File: src/sv/best_disjoint_pair_selector_unit_defines.svh
// assertion helpers used by the top-level rtl
`ifndef BEST_DISJOINT_PAIR_SELECTOR_UNIT_DEFINES_SVH
`define BEST_DISJOINT_PAIR_SELECTOR_UNIT_DEFINES_SVH

// same-cycle implication, quiet during reset
`define BDPS_ASSERT_SAME(label, ante, cons, msg) \
  label: assert property (@(posedge clk) disable iff (!rst_n) (ante) |-> (cons)) \
    else $error(msg);

// next-cycle implication, quiet during reset
`define BDPS_ASSERT_NEXT(label, ante, cons, msg) \
  label: assert property (@(posedge clk) disable iff (!rst_n) (ante) |=> (cons)) \
    else $error(msg);

`endif

File: src/sv/bdps_pkg.sv
package bdps_pkg;

  localparam int MAX_PAIRS = 16;
  localparam int IDX_W     = $clog2(MAX_PAIRS);
  localparam int CNT_W     = $clog2(MAX_PAIRS + 1);
  localparam int SCORE_W   = 16;
  localparam int MEMBER_W  = 4;

  typedef logic signed [1:0] label_t;

  localparam label_t LABEL_NONE   = 2'sb11;
  localparam label_t LABEL_FIRST  = 2'sb00;
  localparam label_t LABEL_SECOND = 2'sb01;

  // copy of a pair that travels around the ring
  typedef struct packed {
    logic                valid;
    logic [IDX_W-1:0]    idx;
    logic [SCORE_W-1:0]  score;
    logic [MEMBER_W-1:0] member_a;
    logic [MEMBER_W-1:0] member_b;
    logic [IDX_W-1:0]    rank;
  } token_t;

  // sequencer strobes common to all cells
  typedef struct packed {
    logic tok_load;
    logic clr;
    logic rank_en;
    logic part_en;
  } cell_ctrl_t;

  // per-cell result of the two ring passes
  typedef struct packed {
    logic [IDX_W-1:0] rank;
    logic             has_partner;
    logic [IDX_W-1:0] partner_rank;
  } cell_stat_t;

endpackage

File: src/sv/bdps_cell.sv
module bdps_cell (
  input  logic                          clk,
  input  logic                          rst_n,
  input  logic [bdps_pkg::IDX_W-1:0]    cell_idx,
  input  logic                          home_valid,
  input  logic                          wr_en,
  input  logic [bdps_pkg::SCORE_W-1:0]  wr_score,
  input  logic [bdps_pkg::MEMBER_W-1:0] wr_member_a,
  input  logic [bdps_pkg::MEMBER_W-1:0] wr_member_b,
  input  bdps_pkg::cell_ctrl_t          ctrl,
  input  bdps_pkg::token_t              tok_in,
  output bdps_pkg::token_t              tok_out,
  output bdps_pkg::cell_stat_t          stat
);

  logic [bdps_pkg::SCORE_W-1:0]  score_r;
  logic [bdps_pkg::MEMBER_W-1:0] member_a_r;
  logic [bdps_pkg::MEMBER_W-1:0] member_b_r;
  logic [bdps_pkg::IDX_W-1:0]    rank_r;
  logic                          has_r;
  logic [bdps_pkg::IDX_W-1:0]    best_r;
  bdps_pkg::token_t              tok_r;

  logic ahead;
  logic disjoint;
  logic better;

  // visiting pair ranks ahead of the home pair
  assign ahead = tok_r.valid &&
                 ((tok_r.score > score_r) ||
                  ((tok_r.score == score_r) && (tok_r.idx < cell_idx)));

  assign disjoint = (tok_r.member_a != member_a_r) && (tok_r.member_a != member_b_r) &&
                    (tok_r.member_b != member_a_r) && (tok_r.member_b != member_b_r);

  assign better = home_valid && tok_r.valid && (tok_r.rank > rank_r) && disjoint &&
                  (!has_r || (tok_r.rank < best_r));

  always_ff @(posedge clk) begin
    if (wr_en) begin
      score_r    <= wr_score;
      member_a_r <= wr_member_a;
      member_b_r <= wr_member_b;
    end
  end

  always_ff @(posedge clk) begin
    if (!rst_n) begin
      tok_r  <= '0;
      rank_r <= '0;
      has_r  <= 1'b0;
      best_r <= '0;
    end else begin
      if (ctrl.tok_load) begin
        tok_r.valid    <= home_valid;
        tok_r.idx      <= cell_idx;
        tok_r.score    <= score_r;
        tok_r.member_a <= member_a_r;
        tok_r.member_b <= member_b_r;
        tok_r.rank     <= rank_r;
      end else if (ctrl.rank_en || ctrl.part_en) begin
        tok_r <= tok_in;
      end
      if (ctrl.clr) begin
        rank_r <= '0;
        has_r  <= 1'b0;
      end else if (ctrl.rank_en && ahead) begin
        rank_r <= rank_r + bdps_pkg::IDX_W'(1);
      end
      if (ctrl.part_en && better) begin
        has_r  <= 1'b1;
        best_r <= tok_r.rank;
      end
    end
  end

  assign tok_out           = tok_r;
  assign stat.rank         = rank_r;
  assign stat.has_partner  = has_r;
  assign stat.partner_rank = best_r;

endmodule

File: src/sv/best_disjoint_pair_selector_unit.sv
// channel  | ports                                                               | direction
// ---------+---------------------------------------------------------------------+----------
// in       | in_valid in_stall in_score in_member_a in_member_b in_last_in_event | to block
// out      | out_valid out_stall out_label out_overflowed out_last_label         | from block
//
// an event of n pairs loads one beat per cycle, then goes through the ring rotation
// (ranking pass and partner pass), a scan of the n pairs and n label beats
// rst_n is synchronous; it empties the event and drops any pending label beat
// out_stall holds the label register and pauses the label walk; the next event loads
// while the final label beat still waits
`include "best_disjoint_pair_selector_unit_defines.svh"

module best_disjoint_pair_selector_unit (
  input  logic                          clk,
  input  logic                          rst_n,
  input  logic                          in_valid,
  output logic                          in_stall,
  input  logic [bdps_pkg::SCORE_W-1:0]  in_score,
  input  logic [bdps_pkg::MEMBER_W-1:0] in_member_a,
  input  logic [bdps_pkg::MEMBER_W-1:0] in_member_b,
  input  logic                          in_last_in_event,
  output logic                          out_valid,
  input  logic                          out_stall,
  output bdps_pkg::label_t              out_label,
  output logic                          out_overflowed,
  output logic                          out_last_label
);

  typedef enum logic [2:0] {
    ST_LOAD,
    ST_RLOAD,
    ST_RANK,
    ST_PLOAD,
    ST_PART,
    ST_SCAN,
    ST_OUT
  } state_t;

  localparam int N = bdps_pkg::MAX_PAIRS;

  state_t                     state_r, state_nxt;
  logic [bdps_pkg::CNT_W-1:0] count_r, count_nxt;
  logic                       ovf_r, ovf_nxt;
  logic [bdps_pkg::IDX_W-1:0] step_r, step_nxt;
  logic                       found_r, found_nxt;
  logic [bdps_pkg::IDX_W-1:0] r1_r, r1_nxt;
  logic [bdps_pkg::IDX_W-1:0] r2_r, r2_nxt;
  logic                       out_valid_r, out_valid_nxt;
  bdps_pkg::label_t           out_label_r, out_label_nxt;
  logic                       out_ovf_r, out_ovf_nxt;
  logic                       out_last_r, out_last_nxt;

  bdps_pkg::cell_ctrl_t       ctrl;
  bdps_pkg::token_t           tok_out [N];
  bdps_pkg::cell_stat_t       stat    [N];
  bdps_pkg::cell_stat_t       cur;

  logic in_fire;
  logic last_idx;
  logic emit;
  logic ring_end;

  assign in_stall = (state_r != ST_LOAD);
  assign in_fire  = in_valid && !in_stall;

  // stats of the cell under the walk pointer
  assign cur      = stat[step_r];
  assign last_idx = (bdps_pkg::CNT_W'(step_r) == (count_r - bdps_pkg::CNT_W'(1)));
  assign ring_end = (step_r == bdps_pkg::IDX_W'(N - 1));

  // ring of cells, each token moves one cell forward per cycle during the ranking and partner passes
  for (genvar k = 0; k < N; k++) begin : g_cell
    localparam int PREV = (k + N - 1) % N;
    bdps_cell u_cell (
      .clk         (clk),
      .rst_n       (rst_n),
      .cell_idx    (bdps_pkg::IDX_W'(k)),
      .home_valid  (bdps_pkg::CNT_W'(k) < count_r),
      .wr_en       (in_fire && (count_r == bdps_pkg::CNT_W'(k))),
      .wr_score    (in_score),
      .wr_member_a (in_member_a),
      .wr_member_b (in_member_b),
      .ctrl        (ctrl),
      .tok_in      (tok_out[PREV]),
      .tok_out     (tok_out[k]),
      .stat        (stat[k])
    );
  end

  always_comb begin
    state_nxt     = state_r;
    count_nxt     = count_r;
    ovf_nxt       = ovf_r;
    step_nxt      = step_r;
    found_nxt     = found_r;
    r1_nxt        = r1_r;
    r2_nxt        = r2_r;
    out_valid_nxt = out_valid_r && out_stall;
    out_label_nxt = out_label_r;
    out_ovf_nxt   = out_ovf_r;
    out_last_nxt  = out_last_r;
    ctrl          = '0;
    emit          = 1'b0;
    unique case (state_r)
      ST_LOAD: begin
        if (in_fire) begin
          // full event drops the pair and remembers the overflow
          if (count_r == bdps_pkg::CNT_W'(N)) begin
            ovf_nxt = 1'b1;
          end else begin
            count_nxt = count_r + bdps_pkg::CNT_W'(1);
          end
          if (in_last_in_event) begin
            state_nxt = ST_RLOAD;
          end
        end
      end
      ST_RLOAD: begin
        ctrl.tok_load = 1'b1;
        ctrl.clr      = 1'b1;
        step_nxt      = '0;
        state_nxt     = ST_RANK;
      end
      ST_RANK: begin
        // each cell counts visitors that rank ahead of it
        ctrl.rank_en = 1'b1;
        step_nxt     = step_r + bdps_pkg::IDX_W'(1);
        if (ring_end) begin
          step_nxt  = '0;
          state_nxt = ST_PLOAD;
        end
      end
      ST_PLOAD: begin
        // reload tokens, now carrying the ranks
        ctrl.tok_load = 1'b1;
        found_nxt     = 1'b0;
        state_nxt     = ST_PART;
      end
      ST_PART: begin
        // each cell keeps its earliest later-ranked disjoint partner
        ctrl.part_en = 1'b1;
        step_nxt     = step_r + bdps_pkg::IDX_W'(1);
        if (ring_end) begin
          step_nxt  = '0;
          state_nxt = ST_SCAN;
        end
      end
      ST_SCAN: begin
        // best-ranked pair that has a partner wins
        if (cur.has_partner && (!found_r || (cur.rank < r1_r))) begin
          found_nxt = 1'b1;
          r1_nxt    = cur.rank;
          r2_nxt    = cur.partner_rank;
        end
        step_nxt = step_r + bdps_pkg::IDX_W'(1);
        if (last_idx) begin
          step_nxt  = '0;
          state_nxt = ST_OUT;
        end
      end
      ST_OUT: begin
        if (!out_valid_r || !out_stall) begin
          emit          = 1'b1;
          out_valid_nxt = 1'b1;
          if (found_r && (cur.rank == r1_r)) begin
            out_label_nxt = bdps_pkg::LABEL_FIRST;
          end else if (found_r && (cur.rank == r2_r)) begin
            out_label_nxt = bdps_pkg::LABEL_SECOND;
          end else begin
            out_label_nxt = bdps_pkg::LABEL_NONE;
          end
          out_ovf_nxt  = ovf_r;
          out_last_nxt = last_idx;
          step_nxt     = step_r + bdps_pkg::IDX_W'(1);
          if (last_idx) begin
            // event done, clear it for the next one
            step_nxt  = '0;
            count_nxt = '0;
            ovf_nxt   = 1'b0;
            state_nxt = ST_LOAD;
          end
        end
      end
      default: begin
        state_nxt = ST_LOAD;
      end
    endcase
  end

  always_ff @(posedge clk) begin
    if (!rst_n) begin
      state_r     <= ST_LOAD;
      count_r     <= '0;
      ovf_r       <= 1'b0;
      step_r      <= '0;
      found_r     <= 1'b0;
      out_valid_r <= 1'b0;
    end else begin
      state_r     <= state_nxt;
      count_r     <= count_nxt;
      ovf_r       <= ovf_nxt;
      step_r      <= step_nxt;
      found_r     <= found_nxt;
      out_valid_r <= out_valid_nxt;
    end
    r1_r        <= r1_nxt;
    r2_r        <= r2_nxt;
    out_label_r <= out_label_nxt;
    out_ovf_r   <= out_ovf_nxt;
    out_last_r  <= out_last_nxt;
  end

  assign out_valid      = out_valid_r;
  assign out_label      = out_label_r;
  assign out_overflowed = out_ovf_r;
  assign out_last_label = out_last_r;

  `BDPS_ASSERT_SAME(a_count_bound, 1'b1, count_r <= bdps_pkg::CNT_W'(N), "pair count overran")
  `BDPS_ASSERT_SAME(a_partner_later, (state_r == ST_OUT) && found_r, r2_r > r1_r, "partner not later")
  `BDPS_ASSERT_NEXT(a_event_clear, emit && last_idx, (count_r == '0) && !ovf_r, "event not cleared")

endmodule
File: config.mk
export PLATFORM = sky130hd
export DESIGN_NAME = best_disjoint_pair_selector_unit
export DESIGN_NICKNAME = d
export VERILOG_FILES = /design/src/sv/bdps_pkg.sv /design/src/sv/bdps_cell.sv /design/src/sv/best_disjoint_pair_selector_unit.sv
export VERILOG_INCLUDE_DIRS = /design/src /design/src/sv
export SDC_FILE = /design/constraint.sdc
export NUM_CORES = 2
export LEC_CHECK = 0
export BUFFER_PORTS_ARGS = -buffer_cell sky130_fd_sc_hd__buf_2
export CAP_MARGIN = 25
export CORE_MARGIN = 1
export CORE_UTILIZATION = 59
export DETAILED_ROUTE_END_ITERATION = 8
export GPL_ROUTABILITY_DRIVEN = 0
export PLACE_DENSITY = 0.86
export SLEW_MARGIN = 30
export SYNTH_ARGS = -nofsm -noshare
export SYNTH_HDL_FRONTEND = slang
export SYNTH_SLANG_ARGS = --single-unit
File: constraint.sdc
create_clock -name clk -period 5 [get_ports clk]
set_input_delay 0.5 -clock clk [delete_from_list [all_inputs] [get_ports clk]]
set_output_delay 0.5 -clock clk [all_outputs]
set_load 0.01 [all_outputs]
* Word-level counts from Yosys, hierarchy flattened
Index checks and enable logic that the tools add are counted. W data, S select, Z words.
Word-level totals: bits in registers 1083, input bits 29
Cells by class: add/sub/neg operators 19, $lt $le $gt $ge 82, eq/ne operators 116, muxes and demuxes 83, bitwise logic cells 2, reductions and logical operators 286
Operators by type and width (count):
- $mux W33 | 32
- $eq A16 B16 Y1 | 16
- $gt A16 B16 Y1 | 16
- $ne A4 B4 Y1 | 64
- $logic_and A1 B1 Y1 | 197
- $add A4 B1 Y4 const B | 17
- $lt A4 B4 Y1 | 17
- $gt A4 B4 Y1 | 16
- $eq A5 B4 Y1 const B | 8
- $lt A4 B5 Y1 const A | 8
- $reduce_bool A2 Y1 | 19
- $bmux W9 S4 | 1
- $logic_or A1 B1 Y1 | 35
- $lt A4 B4 Y1 const B | 8
- $mux W1 | 28
- $mux W3 | 7
- $pmux W3 S7 | 1
- $eq A5 B3 Y1 const B | 4
- $logic_not A1 Y1 | 20
- $lt A3 B5 Y1 const A | 4
- $mux W5 | 4
- $ne A2 B2 Y1 const B | 10
- $mux W9 | 2
- $lt A4 B3 Y1 const B | 4
- other kinds (31) | 50

* Depth between registers and ports, before layout
word-level depth 9, mapped depth 14, depth with buffers taken out 12

* Modules after synthesis
Synthesis repeated with hierarchy kept, for this count alone.
Unflattened totals: cells, all modules 5583, area total of the unflattened synthesis 59025.4 µm²
Modules (own cells, without submodules):
- bdps_cell | instances 16, cells each 330, area an instance 3500.9 µm², sequential area each 1561.5 µm²
- best_disjoint_pair_selector_unit | instances 1, cells each 303, area an instance 3011.6 µm², sequential area each 660.6 µm²

* Least setup slack after synthesis
OpenSTA, ideal clock, no wires.
path kind register to register, from register state_r[0], to register g_cell[15].u_cell.member_a_r[0] in the netlist's numbering (enable), setup time 0.466 ns, data arrival time 3.445 ns, data required time 4.534 ns, path slack 1.090 ns, cell stages (with the launch flop) 5, path buffers 1, clock period less this slack 3.910 ns, cell sequence dfxtp_1 clkbuf_1 nor3_1 nand2_1 nor4_1
Between the ends: cells in the longest elaborated chain, start to end 4
Ends and longest elaborated chain:
- from (decl) | RTL line best_disjoint_pair_selector_unit.sv:41 | state_t state_r, state_nxt;
- from (signal assigned) | RTL line best_disjoint_pair_selector_unit.sv:199 | state_r <= state_nxt;
- $reduce_bool A3 Y1 | RTL line best_disjoint_pair_selector_unit.sv:63 | assign in_stall = (state_r != ST_LOAD);
- $logic_not A1 Y1 | RTL line best_disjoint_pair_selector_unit.sv:64 | assign in_fire = in_valid && !in_stall;
- $logic_and A1 B1 Y1 | RTL line best_disjoint_pair_selector_unit.sv:64
- $logic_and A1 B1 Y1 | RTL line best_disjoint_pair_selector_unit.sv:79 | .wr_en (in_fire && (count_r == bdps_pkg::CNT_W'(k))),
- via g_cell[15].u_cell.wr_en | RTL line bdps_cell.sv:6 | input logic wr_en,
- to (signal assigned) | RTL line bdps_cell.sv:42 | member_a_r <= wr_member_a;
- to (decl) | RTL line bdps_cell.sv:17 | logic [bdps_pkg::MEMBER_W-1:0] member_a_r;
The timed path passes the listed nets, and every way through them passes these cells. A chain may end at the register's enable or synchronous reset.

* Worst setup path in the final report
from register step_r[0] in the netlist's numbering, to register r1_r[3] in the netlist's numbering (enable)
Between the ends: cells in the longest elaborated chain, start to end 8
Ends and longest elaborated chain:
- from (decl) | RTL line best_disjoint_pair_selector_unit.sv:44 | logic [bdps_pkg::IDX_W-1:0] step_r, step_nxt;
- from (signal assigned) | RTL line best_disjoint_pair_selector_unit.sv:202 | step_r <= step_nxt;
- $not A4 Y5 (not written as such) * | RTL line best_disjoint_pair_selector_unit.sv:67 | assign cur = stat[step_r];
- $bmux W9 S4 * | RTL line best_disjoint_pair_selector_unit.sv:67
- $mux W9 (not written as such) * (2 in series) | RTL line best_disjoint_pair_selector_unit.sv:67
- $lt A4 B4 Y1 | RTL line best_disjoint_pair_selector_unit.sv:150 | if (cur.has_partner && (!found_r || (cur.rank < r1_r))) begin
- $logic_or A1 B1 Y1 | RTL line best_disjoint_pair_selector_unit.sv:150
- $logic_and A1 B1 Y1 * | RTL line best_disjoint_pair_selector_unit.sv:150
- $reduce_and A2 Y1 (no source line) *
- to (signal assigned) | RTL line best_disjoint_pair_selector_unit.sv:206 | r1_r <= r1_nxt;
- to (decl) | RTL line best_disjoint_pair_selector_unit.sv:46 | logic [bdps_pkg::IDX_W-1:0] r1_r, r1_nxt;
Every way passes the cells marked *; elsewhere a longest branch is shown, timed or not. The select of a mux whose other input is x is not followed.

==> flow_metrics.py <==
metrics = {
    "power_and_ir_drop": {
        "ir_worst_vdd_mv": 0.289,
        "p_leak_nw": 21.3,
        "power.total_mw": 19.7,
        "p_per_area_mw_per_mm2": 337,
    },
    "drt": {
        "wirelength_mm": 154,
        "vias_per_cell": 6.47,
        "drt_iter0_drc": 6319,
        "antenna_left": 0,
        "drcViolationCount": 0,
        "dr.pass1.iters": 8,
        "wl_per_cell_microns": 22.5,
        "num_vias": 44400,
    },
    "clock_network": {
        "htreeDepth": 3,
        "hold_buffers": 0,
        "cts_tree": "yes",
        "root_buffer": "clkbuf_16",
        "clock_sinks": 1083,
        "post_cts_resized": 0,
        "clk_pin_slew_worst_paths_ns": 0.06,
        "cts_buffers": 108,
        "post-cts-setup-buffers": 0,
        "cts_buffer_depth": 3,
        "clk-insertion-delay-late_ns": 0.69,
    },
    "outcome": {
        "status": "finished clean",
    },
    "synthesis": {
        "syn-instance-count": 5748,
        "synth.avg_cell_area_sq_um": 9.40,
        "synth_largest_area_cell": "dfxtp_1",
        "async_flop_share": 0,
        "ys_types": 74,
        "yosys_warnings": 0,
        "synthesis.area_sq_mm": 0.0541,
        "netlist_top_cells_area": "dfxtp_1 (25%), edfxtp_1 (22%), ha_1 (9.1%)",
        "yosysSeqAreaShare": 0.474,
        "synth_top_area_share": 0.254,
        "synth-seq-cells": 1083,
        "synth-edff-count": 396,
        "synthFlopType": "dfxtp_1",
        "syn-num-nets": 6170,
    },
    "global_route": {
        "grt_pass1_wl_mm": 239,
        "groute.usage.overall": 0.324,
        "first_global_vias": 42500,
        "antenna_found_initial": 10,
        "grt_overflow": 0,
        "grt_max_degree": 228,
    },
    "sta": {
        "setup_viol": 0,
        "max_slew_margin": 0.310,
        "drv_slew": 0,
        "rsz0062_at_grt": "false",
        "hold_viol": 0,
        "finalCritPeriodShare": 0.716,
        "fin_tns_setup_ns": 0,
        "fin_crit_ns": 3.58,
        "worstMarginPinSlew_ns": 1.04,
        "clock_skew_ns": 0.0295,
        "max_freq_ghz": 0.279,
    },
    "critical_path": {
        "cp_data_arrival_time_ns": 3.93,
        "critPathLaunch": "step_r[0]$_SDFFE_PN0P_",
        "crit_slowest_cell": "dfxtp_2",
        "cp_max_fo": 23,
        "cp-end-kind": "register",
        "slowest_delay_ns": 0.68,
        "path_buf_inv": 1,
        "crit_required_ns": 5.35,
        "crit_path_start_kind": "register",
        "crit_chain": "buf_4 > mux4_1 > mux2i_1 > nand2_1 > o21ai_1 > ha_1 > nor2b_1 > o21ai_0 > nand2b_1 > a21oi_1 > o211a_1",
        "r2r_start": "step_r[0]$_SDFFE_PN0P_",
        "cp_top_family": "compound AO/OA/AOI/OAI gates",
        "worst-setup-path-type": "reg2reg",
    },
    "placed_design": {
        "dp.cells": 6670,
        "dpl.hpwl_mm": 101,
        "portBuffers": 34,
    },
    "cells_and_area": {
        "drive_above_1_share": 0.0552,
        "nFillCells": 6599,
        "finalNetCount": 6027,
        "seq_area_sq_mm": 0.0256,
        "multi_input_area_sq_mm": 0.0257,
        "synthToLayoutAreaGrowth_pct": 8.25,
        "fin_cells": 6867,
    },
    "die": {
        "core_sq_mm": 0.0904,
        "die_w_microns": 305,
        "fp.dieH_microns": 305,
        "std_cell_rows": 110,
        "start_util": 0.598,
        "dieArea_sq_mm": 0.0928,
        "io_pins": 35,
    },
    "job": {
        "maxCapViolCount": 0,
    },
    "hold_path": {
        "worstHoldStart": "out_stall",
        "hold_class": "in2reg",
    },
}
-- synth_stat cells, types with 12 or more instances --
library cell / count
a211oi_1: 28
a21o_1: 81
a21oi_1: 180
a311oi_1: 425
a31oi_1: 41
and2_1: 12
and3_1: 21
buf_1: 23
buf_2: 17
clkbuf_1: 291
dfxtp_1: 687
edfxtp_1: 396
ha_1: 393
inv_1: 391
mux4_1: 12
mux4_2: 32
nand2_1: 1144
nand2b_1: 44
nand3_1: 120
nand4_1: 168
nor2_1: 520
nor2b_1: 34
nor3_1: 13
nor4_1: 13
o211ai_1: 48
o21ai_0: 148
o31ai_1: 45
xnor2_1: 272
xor2_1: 17
-- power by group --
group | leakage, nW | internal (mW) | switching [mW] | total [mW]
Clock | 1.71 | 4.67 | 3.45 | 8.12
Sequential | 9.17 | 9.44 | 0.355 | 9.79
Combinational | 10.4 | 0.604 | 1.17 | 1.78
Total | 21.3 | 14.7 | 4.98 | 19.7
-- metal layers --
layer | share of wire | global-route usage | up-vias
li1 | - | - | 20200
met1 | 0.38 | 0.424 | 21200
met2 | 0.45 | 0.503 | 2543
met3 | 0.11 | 0.0679 | 496
met4 | 0.058 | 0.178 | 6
met5 | 0.00030 | 0 | -
-- stage by stage --
stage	util	instance area, sq um	worst slack (ns)	hold slack, ns
2_1_floorplan	-	54100	1.09	0.403
3_3_place_gp	0.608	55000	1.62	0.417
3_5_place_dp	0.608	55000	1.53	0.420
4_1_cts	0.647	58500	1.46	0.181
5_1_grt	0.647	58500	1.17	0.207
6_report	0.647	58500	1.42	0.214
-- worst min-delay path, cell delays in order --
cell     delay, ns
buf_2         0.15
nand2_1       0.12
a21oi_1       0.07
-- registers in the layout, indices dropped and copies added (netlist names) --
name	cells
g_cell.u_cell.tok_out	528
g_cell.u_cell.score_r	256
g_cell.u_cell.best_r	64
g_cell.u_cell.member_a_r	64
g_cell.u_cell.member_b_r	64
g_cell.u_cell.rank_r	64
g_cell.u_cell.has_r	16
count_r	5
r1_r	4
r2_r	4
step_r	4
state_r	3
out_label	2
found_r	1
out_last_label	1
out_overflowed	1
out_valid	1
ovf_r	1
-- placed cells by master (no fill, tap or decap), types with 12 or more instances in the layout --
cell type	netlist	layout
a31oi_1	41	40
buf_4	2	39
nand2b_1	44	42
nand2_1	1144	1142
a311oi_1	425	425
nand4_1	168	168
nor2_1	520	520
mux4_1	12	12
a21o_1	81	81
o21ai_0	148	148
o211ai_1	48	48
inv_1	391	391
dfxtp_1	687	685
nor2b_1	34	33
ha_1	393	393
clkbuf_8	1	21
o31ai_1	45	45
clkbuf_16	0	114
and3_1	21	21
clkbuf_1	291	37
mux4_2	32	32
xor2_1	17	17
edfxtp_1	396	396
buf_2	17	33
a21oi_1	180	179
nand3_1	120	120
a211oi_1	28	28
xnor2_1	272	272
-- path summary, 6_finish.rpt --
| kind | end | slack (ns) | depth (start not counted) |
|---|---|---|---|
| max reg2reg | r1_r[3]$_DFFE_PP_ | 1.42 | 11 |
| max | r1_r[3]$_DFFE_PP_ | 1.42 | 11 |
| min | out_valid$_SDFF_PN0_ | 0.21 | 3 |
| min reg2reg | out_overflowed$_DFFE_PP_ | 0.44 | 0 |
-- logic make-up after synthesis --
group | after synthesis | synth area share
AOI/OAI and AO/OA | 1079 | 0.148
xor gates and xnor gates | 291 | 0.0475
adders and majority gates | 393 | 0.0910
buffers and inverters | 729 | 0.0518
DFF | 1083 | 0.474
muxes | 53 | 0.0209
and+or+nand+nor | 2120 | 0.166
-- final cells by class --
cell class | count | share of cell area
repair buffers | 84 | 0.0121
well taps | 1176 | 0.0251
multi-input cells | 3936 | 0.439
diodes | 1 | 0.0000428
clock inverters | 23 | 0.00383
clock buffers | 172 | 0.0561
flip-flops and latches | 1083 | 0.438
inverters | 392 | 0.0253
Note: power is estimated with default switching activity, not from simulation.
